==> config.mk <==
export PLATFORM = sky130hd
export DESIGN_NAME = positional_list_engine
export DESIGN_NICKNAME = d
export VERILOG_FILES = /design/src/hdl/ple_pkg.sv /design/src/hdl/ple_ram.sv /design/src/hdl/ple_seq.sv /design/src/hdl/positional_list_engine.sv
export SDC_FILE = /design/constraint.sdc
export NUM_CORES = 2
export LEC_CHECK = 0
export BUFFER_PORTS_ARGS = -buffer_cell sky130_fd_sc_hd__buf_2
export CAP_MARGIN = 20
export CORE_MARGIN = 3
export CORE_UTILIZATION = 55
export CTS_CLUSTER_SIZE = 20
export DETAILED_ROUTE_END_ITERATION = 10
export PLACE_DENSITY = 0.71
export SETUP_SLACK_MARGIN = 0.5
export SYNTH_ARGS = -nofsm -noshare
export SYNTH_HDL_FRONTEND = slang
export SYNTH_SLANG_ARGS = --single-unit
==> constraint.sdc <==
create_clock -name clock -period 7 [get_ports clock]
set_input_delay 1.05 -clock clock [delete_from_list [all_inputs] [get_ports clock]]
set_output_delay 1.05 -clock clock [all_outputs]
set_load 0.005 [all_outputs]
==> src/hdl/ple_pkg.sv <==
// Shared types and constants for the positional list engine.
`timescale 1ns / 1ps

package ple_pkg;

   // Fixed field widths of the request and response beats.
   localparam int OP_W        = 3;
   localparam int POS_W       = 7;
   localparam int ENTRY_W     = 32;
   localparam int RD_W        = 32;
   localparam int LEN_W       = 7;
   localparam int REQ_TDATA_W = 48;
   localparam int RSP_TDATA_W = 48;
   localparam int REQ_FIELD_W = OP_W + POS_W + ENTRY_W;

   typedef enum logic [OP_W-1:0] {
      OP_GET     = 3'd0,
      OP_INSERT  = 3'd1,
      OP_REMOVE  = 3'd2,
      OP_REPLACE = 3'd3,
      OP_CLEAR   = 3'd4
   } op_type;

   // Response fields, packed so that ok sits in the lowest bit.
   typedef struct packed {
      logic             empty_res;
      logic [LEN_W-1:0] length;
      logic [RD_W-1:0]  read_data;
      logic             ok;
   } rsp_type;

   localparam int RSP_FIELD_W = $bits(rsp_type);

endpackage

==> src/hdl/ple_ram.sv <==
// Generic single-write, single-read RAM with a registered read port.
`timescale 1ns / 1ps

module ple_ram #(
   parameter int WIDTH = 32,
   parameter int DEPTH = 64
) (
   input  logic                     clock,
   input  logic                     wr_en,
   input  logic [$clog2(DEPTH)-1:0] wr_addr,
   input  logic [WIDTH-1:0]         wr_data,
   input  logic                     rd_en,
   input  logic [$clog2(DEPTH)-1:0] rd_addr,
   output logic [WIDTH-1:0]         rd_data
);

   logic [WIDTH-1:0] mem_ff [DEPTH];
   logic [WIDTH-1:0] rd_data_ff;

   always_ff @(posedge clock) begin
      if (wr_en) begin
         mem_ff[wr_addr] <= wr_data;
      end
      if (rd_en) begin
         rd_data_ff <= mem_ff[rd_addr];
      end
   end

   assign rd_data = rd_data_ff;

endmodule

==> src/hdl/ple_seq.sv <==
// Operation sequencer with the shared index stepper and compare of the list engine.
`timescale 1ns / 1ps

module ple_seq
   import ple_pkg::*;
#(
   parameter int CAPACITY   = 64,
   parameter int DATA_WIDTH = 32
) (
   input  logic                        clock,
   input  logic                        reset,
   input  logic                        req_valid,
   output logic                        req_ready,
   input  logic [OP_W-1:0]             req_op,
   input  logic [POS_W-1:0]            req_position,
   input  logic [ENTRY_W-1:0]          req_entry,
   output logic                        res_valid,
   output rsp_type                     res,
   input  logic                        out_free,
   output logic                        ram_wr_en,
   output logic [$clog2(CAPACITY)-1:0] ram_wr_addr,
   output logic [DATA_WIDTH-1:0]       ram_wr_data,
   output logic                        ram_rd_en,
   output logic [$clog2(CAPACITY)-1:0] ram_rd_addr,
   input  logic [DATA_WIDTH-1:0]       ram_rd_data
);

   localparam int AW   = $clog2(CAPACITY);
   localparam int CW   = $clog2(CAPACITY + 1);
   localparam int CMPW = ((CW > POS_W) ? CW : POS_W) + 1;

   typedef enum logic [4:0] {
      S_IDLE  = 5'b00001,
      S_FETCH = 5'b00010,
      S_SHIFT = 5'b00100,
      S_MOVE  = 5'b01000,
      S_RESP  = 5'b10000
   } state_type;

   state_type             state_ff, state_in;
   logic [OP_W-1:0]       op_ff, op_in;
   logic [AW-1:0]         ptr_ff, ptr_in;
   logic [AW-1:0]         limit_ff, limit_in;
   logic                  up_ff, up_in;
   logic [DATA_WIDTH-1:0] word_ff, word_in;
   logic [CW-1:0]         count_ff, count_in;
   logic                  ok_ff, ok_in;
   logic [DATA_WIDTH-1:0] rd_ff, rd_in;

   logic [CMPW-1:0]            pos_x;
   logic [CMPW-1:0]            cnt_x;
   logic                       pos_nz;
   logic                       in_list;
   logic                       ins_ok;
   logic [AW-1:0]              idx;
   logic [AW-1:0]              ptr_step;
   logic                       at_limit;
   logic [ENTRY_W+DATA_WIDTH-1:0] entry_ext;
   logic [DATA_WIDTH+RD_W-1:0]    rd_ext;
   logic [CW+LEN_W-1:0]           cnt_ext;

   // Request decode: position checks against the current length.
   assign pos_x   = CMPW'(req_position);
   assign cnt_x   = CMPW'(count_ff);
   assign pos_nz  = (req_position != '0);
   assign in_list = pos_nz && (pos_x <= cnt_x);
   assign ins_ok  = pos_nz && (pos_x <= cnt_x + CMPW'(1)) && (cnt_x != CMPW'(CAPACITY));
   assign idx     = AW'(pos_x - CMPW'(1));

   assign entry_ext = {{DATA_WIDTH{1'b0}}, req_entry};

   // The shared unit: one incrementer/decrementer and one equality compare.
   assign ptr_step = up_ff ? (ptr_ff + AW'(1)) : (ptr_ff - AW'(1));
   assign at_limit = (ptr_ff == limit_ff);

   always_comb begin
      state_in    = state_ff;
      op_in       = op_ff;
      ptr_in      = ptr_ff;
      limit_in    = limit_ff;
      up_in       = up_ff;
      word_in     = word_ff;
      count_in    = count_ff;
      ok_in       = ok_ff;
      rd_in       = rd_ff;
      ram_wr_en   = 1'b0;
      ram_wr_addr = ptr_ff;
      ram_wr_data = word_ff;
      ram_rd_en   = 1'b0;
      ram_rd_addr = ptr_step;

      unique case (state_ff)
         S_IDLE: begin
            if (req_valid) begin
               op_in   = req_op;
               word_in = entry_ext[DATA_WIDTH-1:0];
               rd_in   = '0;
               ok_in   = 1'b0;
               ptr_in  = idx;
               state_in = S_RESP;
               unique case (req_op) inside
                  OP_GET, OP_REPLACE: begin
                     if (in_list) begin
                        ram_rd_en   = 1'b1;
                        ram_rd_addr = idx;
                        state_in    = S_FETCH;
                     end
                  end
                  OP_INSERT: begin
                     if (ins_ok) begin
                        ptr_in   = AW'(count_ff);
                        limit_in = idx;
                        up_in    = 1'b0;
                        state_in = S_SHIFT;
                     end
                  end
                  OP_REMOVE: begin
                     if (in_list) begin
                        limit_in = AW'(count_ff - CW'(1));
                        up_in    = 1'b1;
                        state_in = S_SHIFT;
                     end
                  end
                  OP_CLEAR: begin
                     count_in = '0;
                     ok_in    = 1'b1;
                  end
                  default: begin
                     ok_in = 1'b0;
                  end
               endcase
            end
         end
         S_FETCH: begin
            rd_in = ram_rd_data;
            ok_in = 1'b1;
            if (op_ff == OP_REPLACE) begin
               ram_wr_en = 1'b1;
            end
            state_in = S_RESP;
         end
         S_SHIFT: begin
            if (at_limit) begin
               if (up_ff) begin
                  count_in = count_ff - CW'(1);
               end else begin
                  ram_wr_en = 1'b1;
                  count_in  = count_ff + CW'(1);
               end
               ok_in    = 1'b1;
               state_in = S_RESP;
            end else begin
               ram_rd_en = 1'b1;
               state_in  = S_MOVE;
            end
         end
         S_MOVE: begin
            ram_wr_en   = 1'b1;
            ram_wr_data = ram_rd_data;
            ptr_in      = ptr_step;
            state_in    = S_SHIFT;
         end
         S_RESP: begin
            if (out_free) begin
               state_in = S_IDLE;
            end
         end
         default: begin
            state_in = S_IDLE;
         end
      endcase
   end

   always_ff @(posedge clock) begin
      if (reset) begin
         state_ff <= S_IDLE;
         count_ff <= '0;
      end else begin
         state_ff <= state_in;
         count_ff <= count_in;
      end
      op_ff    <= op_in;
      ptr_ff   <= ptr_in;
      limit_ff <= limit_in;
      up_ff    <= up_in;
      word_ff  <= word_in;
      ok_ff    <= ok_in;
      rd_ff    <= rd_in;
   end

   assign rd_ext  = {{RD_W{1'b0}}, rd_ff};
   assign cnt_ext = {{LEN_W{1'b0}}, count_ff};

   assign req_ready     = (state_ff == S_IDLE);
   assign res_valid     = (state_ff == S_RESP);
   assign res.ok        = ok_ff;
   assign res.read_data = rd_ext[RD_W-1:0];
   assign res.length    = cnt_ext[LEN_W-1:0];
   assign res.empty_res = (count_ff == '0);

   // The length never passes the capacity.
   a_count_bound: assert property (@(posedge clock) disable iff (reset)
      CMPW'(count_ff) <= CMPW'(CAPACITY))
      else $error("list length exceeds capacity");

   // The RAM is never read and written in the same cycle.
   a_port_excl: assert property (@(posedge clock) disable iff (reset)
      !(ram_wr_en && ram_rd_en))
      else $error("RAM read and write collide");

   // The shift pointer stays on its side of the stop index.
   a_ptr_side: assert property (@(posedge clock) disable iff (reset)
      (state_ff == S_SHIFT) |-> (up_ff ? (ptr_ff <= limit_ff) : (ptr_ff >= limit_ff)))
      else $error("shift pointer ran past its limit");

   // A result handed to the output register frees the sequencer.
   a_resp_leave: assert property (@(posedge clock) disable iff (reset)
      (state_ff == S_RESP) && out_free |=> (state_ff == S_IDLE))
      else $error("sequencer stuck after result hand-off");

   // A move always writes back the word it just read.
   a_move_wr: assert property (@(posedge clock) disable iff (reset)
      (state_ff == S_MOVE) |-> ram_wr_en && $past(ram_rd_en))
      else $error("move step without its read");

endmodule

==> src/hdl/positional_list_engine.sv <==
// Top level of the positional list engine: stream ports, list storage and result register.
`timescale 1ns / 1ps

// The engine keeps an ordered list of up to CAPACITY words addressed by 1-based
// position and runs one operation per request beat (get, insert, remove, replace,
// clear), answering each with exactly one response beat that carries ok, the word
// read, the new length and an empty flag. Entries live in a single-port-per-side
// RAM with a registered read, and every entry move goes through that one read and
// one write port, so the cost of an operation is set by that RAM: each entry that an
// insert or remove moves is read in S_SHIFT and written in S_MOVE, and a get or
// replace fetches its word in S_FETCH; a bad request or a clear goes straight to
// S_RESP. The engine holds req_tready low while an operation is in progress, but
// it takes the next request while an earlier response still waits in the output
// register. After reset the list is empty; no clearing pass is needed because only
// entries below the current length are ever read.
module positional_list_engine
   import ple_pkg::*;
#(
   parameter int CAPACITY   = 64,
   parameter int DATA_WIDTH = 32
) (
   input  logic                   clock,
   input  logic                   reset,
   input  logic                   req_tvalid,
   output logic                   req_tready,
   // op [2:0], position [9:3], entry [41:10], zero fill above.
   input  logic [REQ_TDATA_W-1:0] req_tdata,
   output logic                   rsp_tvalid,
   input  logic                   rsp_tready,
   // ok [0], read_data [32:1], length [39:33], empty_res [40], zero fill above.
   output logic [RSP_TDATA_W-1:0] rsp_tdata
);

   localparam int AW = $clog2(CAPACITY);

   logic                  res_valid;
   rsp_type               res;
   logic                  out_free;
   logic                  ram_wr_en;
   logic [AW-1:0]         ram_wr_addr;
   logic [DATA_WIDTH-1:0] ram_wr_data;
   logic                  ram_rd_en;
   logic [AW-1:0]         ram_rd_addr;
   logic [DATA_WIDTH-1:0] ram_rd_data;

   logic    rsp_valid_ff, rsp_valid_in;
   rsp_type rsp_ff, rsp_in;

   // The sequencer steps through each operation and drives the RAM ports.
   ple_seq #(
      .CAPACITY  (CAPACITY),
      .DATA_WIDTH(DATA_WIDTH)
   ) u_seq (
      .clock       (clock),
      .reset       (reset),
      .req_valid   (req_tvalid),
      .req_ready   (req_tready),
      .req_op      (req_tdata[OP_W-1:0]),
      .req_position(req_tdata[OP_W+POS_W-1:OP_W]),
      .req_entry   (req_tdata[REQ_FIELD_W-1:OP_W+POS_W]),
      .res_valid   (res_valid),
      .res         (res),
      .out_free    (out_free),
      .ram_wr_en   (ram_wr_en),
      .ram_wr_addr (ram_wr_addr),
      .ram_wr_data (ram_wr_data),
      .ram_rd_en   (ram_rd_en),
      .ram_rd_addr (ram_rd_addr),
      .ram_rd_data (ram_rd_data)
   );

   // List storage; position p lives at address p-1.
   ple_ram #(
      .WIDTH(DATA_WIDTH),
      .DEPTH(CAPACITY)
   ) u_slots (
      .clock  (clock),
      .wr_en  (ram_wr_en),
      .wr_addr(ram_wr_addr),
      .wr_data(ram_wr_data),
      .rd_en  (ram_rd_en),
      .rd_addr(ram_rd_addr),
      .rd_data(ram_rd_data)
   );

   // The output register is free when empty or when its beat leaves this cycle.
   assign out_free     = !rsp_valid_ff || rsp_tready;
   assign rsp_valid_in = (res_valid && out_free) || (rsp_valid_ff && !rsp_tready);
   assign rsp_in       = (res_valid && out_free) ? res : rsp_ff;

   always_ff @(posedge clock) begin
      if (reset) begin
         rsp_valid_ff <= 1'b0;
      end else begin
         rsp_valid_ff <= rsp_valid_in;
      end
      rsp_ff <= rsp_in;
   end

   assign rsp_tvalid = rsp_valid_ff;
   assign rsp_tdata  = {{(RSP_TDATA_W - RSP_FIELD_W){1'b0}}, rsp_ff};

endmodule

======== Word-level counts from Yosys, hierarchy flattened ========
Memory sizes are Yosys's and may differ from the RTL's. A register that Yosys moved wholly into a read port is not among the register bits.
Cells that the tools add are included.
cells by class
  add/sub/neg operators ................... 6
  $lt $le $gt $ge ......................... 2
  eq/ne operators ......................... 18
  mux-type cells .......................... 46
  reduce and logical (&&, ||, !) cells .... 25
operators with widths
  kind                   number
  $mux W32               2
  $pmux W32 S2           1
  $mux W6                10
  $mux W5                6
  $mux W7                4
  $pmux W5 S5            1
  $pmux W6 S2            2
  $pmux W5 S3            1
  $mux W1                14
  $pmux W7 S2            1
  $sub A6 B1 Y6 const B  2
  $ne A2 B1 Y1 const B   5
  $eq A3 B2 Y1 const B   3
  $add A7 B1 Y8 const B  1
  $le A7 B8 Y1           1
  $reduce_and A2 Y1      4
  $reduce_bool A2 Y1     4
  $add A7 B1 Y7 const B  1
  $le A7 B7 Y1           1
  $logic_not A7 Y1       1
  $ne A7 B7 Y1 const B   1
  $reduce_bool A7 Y1     1
  $sub A7 B1 Y7 const B  1
  $add A6 B1 Y6 const B  1
  other kinds (20)       28
storage, ports and cells
  register bits after elaboration ......... 135
  bits in writable memories ............... 2048
  logic and storage cells ................. 112
  memories kept ........................... 1
memory list
  memory          words  width  rd ports  clocked after memory_dff  write ports  RTL line       text
  u_slots.mem_ff  64     32     1         1                         1            ple_ram.sv:17  logic [WIDTH-1:0] mem_ff [DEPTH];

======== Depth between registers and ports, before layout ========
  word-level depth ........................ 8
  gate-level depth with buffers ........... 17

======== Cells and area by module ========
Synthesis repeated with hierarchy kept, for this count alone.
second synthesis, totals
  cells, all modules ...................... 3780
  area total of the unflattened synthesis .. 85070.3 um2
by module, submodules not included
  module                  times used  cells each  area an instance (um2)  sequential area each (um2)
  ple_ram                 1           3324        78835.6                 62459.9
  ple_seq                 1           402         4892.2                  2672.6
  positional_list_engine  1           54          1342.5                  1251.2

======== Worst setup path after synthesis ========
OpenSTA, ideal clock, no wires.
  path type ............................... input to register
  start point ............................. input port req_tdata[3]
  end point ............................... register u_slots.rd_data_ff[14] (netlist: u_slots.rd_data[14]), read port of u_slots.mem_ff, data pin
  arrival time ............................ 3944 ps
  setup slack ............................. 2802 ps
  stages on the path ...................... 16
  buffers on the path ..................... 5
  path through ............................ inv_1 -> ha_1 -> or3b_1 -> or4_1 -> buf_2 -> a31o_2 -> o22a_1 -> buf_2 -> buf_2 -> buf_2 -> clkbuf_1 -> nand2_1 -> nand3_1 -> a32oi_1 -> o211ai_1 -> o21a_1
on the way
  word-level cells in the longest chain between the ends .. 6
  elaborated cells between the ends (all ways) .. 12
ends and longest elaborated chain
  what                                                       RTL line                      text
  start: declaration                                         positional_list_engine.sv:27  input logic [REQ_TDATA_W-1:0] req_tdata,
  $le A7 B7 Y1 / $reduce_bool A7 Y1 (equally long branches)  ple_seq.sv:66, ple_seq.sv:65
  $logic_and A1 B1 Y1                                        ple_seq.sv:66                 assign in_list = pos_nz && (pos_x <= cnt_x);
  $mux W1 / $mux W6 (equally long branches)                  ple_seq.sv:103                if (in_list) begin
  $mux W1 / $mux W6 (equally long branches)                  ple_seq.sv:101                unique case (req_op) inside
  $mux W1 / $mux W6 (equally long branches)                  ple_seq.sv:94                 if (req_valid) begin
  $pmux W1 S2 / $mux W6 (equally long branches)              ple_seq.sv:92                 unique case (state_ff)
  end: declaration                                           ple_ram.sv:18                 logic [WIDTH-1:0] rd_data_ff;
Parallel ways exist; a longest one is shown, timed or not.
A chain may end at the register's enable or synchronous reset.

======== Final worst setup path ========
  start point ............................. register u_seq.count_ff[4]
  end point ............................... register u_slots.rd_data_ff[6] (netlist: u_slots.rd_data[6]), read port of u_slots.mem_ff, data pin
on the way
  word-level cells in the longest chain between the ends .. 6
  elaborated cells between the ends (all ways) .. 10
ends and longest elaborated chain
  what                                           RTL line        text
  start: declaration                             ple_seq.sv:46   logic [CW-1:0] count_ff, count_in;
  start signal: assignment                       ple_seq.sv:180  count_ff <= count_in;
  $le A7 B7 Y1 (*)                               ple_seq.sv:66
  $logic_and A1 B1 Y1 (*)                        ple_seq.sv:66
  $mux W1 / $mux W6 (equally long branches)      ple_seq.sv:103
  $mux W1 / $mux W6 (equally long branches)      ple_seq.sv:101
  $mux W1 / $mux W6 (equally long branches)      ple_seq.sv:94
  $pmux W1 S2 / $mux W6 (equally long branches)  ple_seq.sv:92
Every way passes the cells marked *; elsewhere a longest branch is shown, timed or not.

==> results.py <==
metrics = {
    "worst_setup_path": {
        "crit_required_ns": 7.59,
        "rrSetupSlack_ns": 1.70,
        "start_kind": "flop",
        "crit_type": "reg -> reg",
        "path_max_fanout": 32,
        "r2r-end": "u_slots.rd_data[6]$_DFFE_PP_",
        "endpoint_kind": "flop",
        "reg2regPathDepth": 11,
        "critPathArrivalTime_ns": 5.89,
        "worst_r2r_startpoint": "u_seq.count_ff[4]$_SDFFE_PP0P_",
    },
    "die": {
        "start_util_pct": 55.5,
        "rows": 146,
        "design.core.area_sq_um": 159000,
        "die_x_microns": 406,
        "die_h_microns": 406,
        "die_area_sq_um": 165000,
        "design.portCount": 102,
    },
    "sta": {
        "fmax_mhz": 189,
        "grt_setup_unrepaired": "false",
        "fin_crit_sh_pct": 75.7,
        "maxSlewViolCount": 0,
        "slew_headroom_pct": 21.8,
        "worst_slew_pin_slew_ns": 1.17,
        "hold_viol": 0,
        "setup_tns_ns": 0,
        "fin_crit_ns": 5.30,
        "fin_skew_ns": 0.0274,
        "setup-violations-final": 0,
    },
    "min_path": {
        "hold_start": "req_tdata[41]",
        "min_to": "u_seq.word_ff[31]$_DFFE_PP_",
        "whs_path_depth": 1,
        "min_path_type": "in -> reg",
    },
    "clocking": {
        "cts.htree.levels": 4,
        "cts_tree": "built",
        "cts_setup_buffers": 0,
        "cts.repair.resized": 0,
        "clkSinkCount": 2215,
        "ctsHoldBuffers": 0,
        "numCtsBuffers": 211,
        "worstSkewPairLatency_ns": 0.85,
        "clkTransAtPathRegs_ns": 0.06,
        "cts-root-buf": "clkbuf_16",
        "cts_buffer_depth": 3,
    },
    "pwr": {
        "leakage_nw": 33.2,
        "max-vdd-ir-drop_v": 0.000255,
        "p_per_area_nw_per_um2": 324,
    },
    "layout": {
        "fillCellCount": 11200,
        "area_growth_pct": 12.3,
        "drive_gt1_share_pct": 10.9,
        "final_area_sq_um": 98800,
        "seqCellArea_sq_um": 66400,
        "multi_input_area_sq_um": 20200,
        "nets": 6574,
    },
    "yosys": {
        "syn_area_sq_um": 88000,
        "ys_seq_area_share_pct": 75.5,
        "synth-edff-count": 2202,
        "netlist_instances": 6410,
        "synth_top_area_share_pct": 75.2,
        "ys_ff_latch": 2215,
        "ys.flop_type": "edfxtp_1",
        "synth_cell_type_count": 73,
        "yosys-top-cells-area": "edfxtp_1 75%, nand2_1 7.6%, nand3_1 2.9%",
        "async_flop_share_pct": 0,
        "synth.largest_area_cell": "edfxtp_1",
        "syn_area_per_cell_sq_um": 13.7,
        "yosysWarningCount": 0,
    },
    "routing": {
        "totalWireLength_microns": 233000,
        "dr.pass1.iters": 7,
        "drt_iter0_markers": 7500,
        "drc": 0,
        "vias": 55700,
        "routed_via_density": 6.36,
        "ant_nets": 0,
        "routedWlPerCell_microns": 26.7,
    },
    "global_routing": {
        "grt_pass1_wl_microns": 340000,
        "grt_pass1_vias": 52400,
        "grt_overflow_total": 0,
        "grt_use_total_pct": 27.9,
        "grt_max_degree": 118,
        "antenna_found_initial": 8,
    },
    "placed_design": {
        "hpwl_microns": 131000,
        "portBuffers": 88,
        "dpl-instance-area_sq_um": 91600,
        "gp_congestion": 0.887,
    },
    "flow_run": {
        "maxCapViolations": 0,
    },
    "run_status": {
        "outcome": "finished clean",
    },
}
==> registers in the layout, indices dropped and copies added (netlist names), 6 cells and up <==
name               cells
u_slots.mem_ff      2048
rsp_tdata             41
u_seq.rd_ff           32
u_seq.word_ff         32
u_slots.rd_data       32
u_seq.count_ff         7
u_seq.limit_ff         6
u_seq.ram_wr_addr      6
==> layer usage <==
layer / vias to the layer above / global-route usage (%) / part of all wire [%]
met2: 3370 / 44.2 / 47
li1: 24300 / - / -
met3: 452 / 6.09 / 12
met5: - / 0 / 0.0034
met4: 2 / 8.80 / 2.9
met1: 27600 / 39.0 / 39
==> metrics by stage <==
stage | utilization (%) | power [mW] | instances | hold slack [ns] | setup WS (ns)
finish | 62.3 | 32.0 | 8745 | 0.383 | 1.70
global route | 62.3 | 33.0 | 8742 | 0.352 | 1.50
CTS | 62.0 | 31.9 | 8716 | 0.326 | 1.65
detailed placement | 57.8 | 21.1 | 8332 | 0.405 | 1.33
global placement | 57.8 | 21.0 | 8331 | 0.402 | 1.33
floorplan | - | 18.9 | 6416 | 0.400 | 2.80
==> cells by family after synthesis <==
group,count (synthesis),share of synthesized area [%]
multiplexers,94,1.12
flip-flops,2215,75.5
AND/OR/NAND/NOR,2770,13.6
adder cells (fa/ha/maj),23,0.336
XOR/XNOR,30,0.299
AO/OA/AOI/OAI,814,6.77
buffers and inverters,463,2.35
other,1,0.00426
==> power breakdown <==
part / leakage, nW / switching (mW) / internal [mW]
Combinational: 9.99 / 4.24 / 1.72
Clock: 3.23 / 4.81 / 6.11
Sequential: 19.9 / 0.0723 / 15.0
==> worst max-delay path by stage <==
stage	from	endpoint	slack [ns]	depth (start not counted)
CTS	u_seq.count_ff[4]$_SDFFE_PP0P_	u_slots.rd_data[0]$_DFFE_PP_	1.65	13
floorplan	req_tdata[3]	u_slots.rd_data[14]$_DFFE_PP_	2.80	16
finish	u_seq.count_ff[4]$_SDFFE_PP0P_	u_slots.rd_data[6]$_DFFE_PP_	1.70	11
global route	u_seq.count_ff[4]$_SDFFE_PP0P_	u_slots.rd_data[0]$_DFFE_PP_	1.50	13
global placement	req_tdata[9]	u_slots.rd_data[0]$_DFFE_PP_	1.33	13
detailed placement	req_tdata[9]	u_slots.rd_data[0]$_DFFE_PP_	1.33	13
==> critical path, stage by stage (launching register included) <==
cell,delay (ns)
dfxtp_1,0.52
clkinv_1,0.30
ha_1,0.38
nand4_1,0.14
nor3_1,0.37
a21oi_1,0.19
buf_4,0.22
nor2_2,0.78
mux2i_4,0.61
buf_4,0.63
o22ai_1,0.41
o41a_1,0.49
==> synthesized netlist by cell type (4+ instances only) <==
cell,number
nand3_1,507
o21a_1,6
mux2_2,34
o22ai_1,49
nand3b_1,7
edfxtp_1,2202
buf_2,185
nand2_1,1776
a31oi_1,216
a311oi_1,167
ha_1,22
a221o_1,6
buf_1,31
nor4_1,4
nor2_1,116
nand4_1,34
o2111ai_1,69
a32oi_1,11
clkbuf_1,201
buf_4,23
dfxtp_1,13
o21ai_0,59
a21oi_1,42
o22a_1,24
a21o_1,8
nor3_1,17
a41oi_1,7
inv_1,21
or3_1,5
xor2_1,10
and2_1,35
a221oi_1,11
and3_1,244
mux2i_1,60
and4_1,7
a211oi_1,108
xnor2_1,20
==> cell type report <==
cell class                      count  share of cell area (%)
Sequential cell                  2215                    67.2
Antenna cell                        3                 0.00760
Timing Repair Buffer              311                    2.94
Clock inverter                    121                    1.05
Clock buffer                      263                    5.67
Tap cell                         2072                    2.62
Inverter                           22                  0.0836
Multi-Input combinational cell   3738                    20.4
==> cell usage in the layout, fill, tap and decap left out, types with 7 or more instances in the layout <==
cell,Yosys,final
a211oi_1,108,108
nand3_1,507,507
ha_1,22,22
and3_1,244,244
mux2_2,34,34
a311oi_1,167,167
bufinv_16,0,12
clkbuf_1,201,44
nor2_1,116,51
o22ai_1,49,48
clkinv_2,0,36
and2_1,35,35
clkbuf_16,0,215
nor2_4,1,65
dfxtp_1,13,13
edfxtp_1,2202,2202
buf_12,0,63
nand4_1,34,34
o2111ai_1,69,69
o21ai_0,59,57
conb_1,1,7
nand3b_1,7,7
a32oi_1,11,11
and4_1,7,7
a31oi_1,216,216
inv_1,21,21
a41oi_1,7,7
o22a_1,24,23
a21oi_1,42,41
xor2_1,10,10
xnor2_1,20,20
buf_2,185,88
nand2_1,1776,1774
nor3_1,17,17
clkinv_1,1,57
buf_4,23,158
a221oi_1,11,11
mux2i_1,60,57
Note: power is estimated with default switching activity, not from simulation.
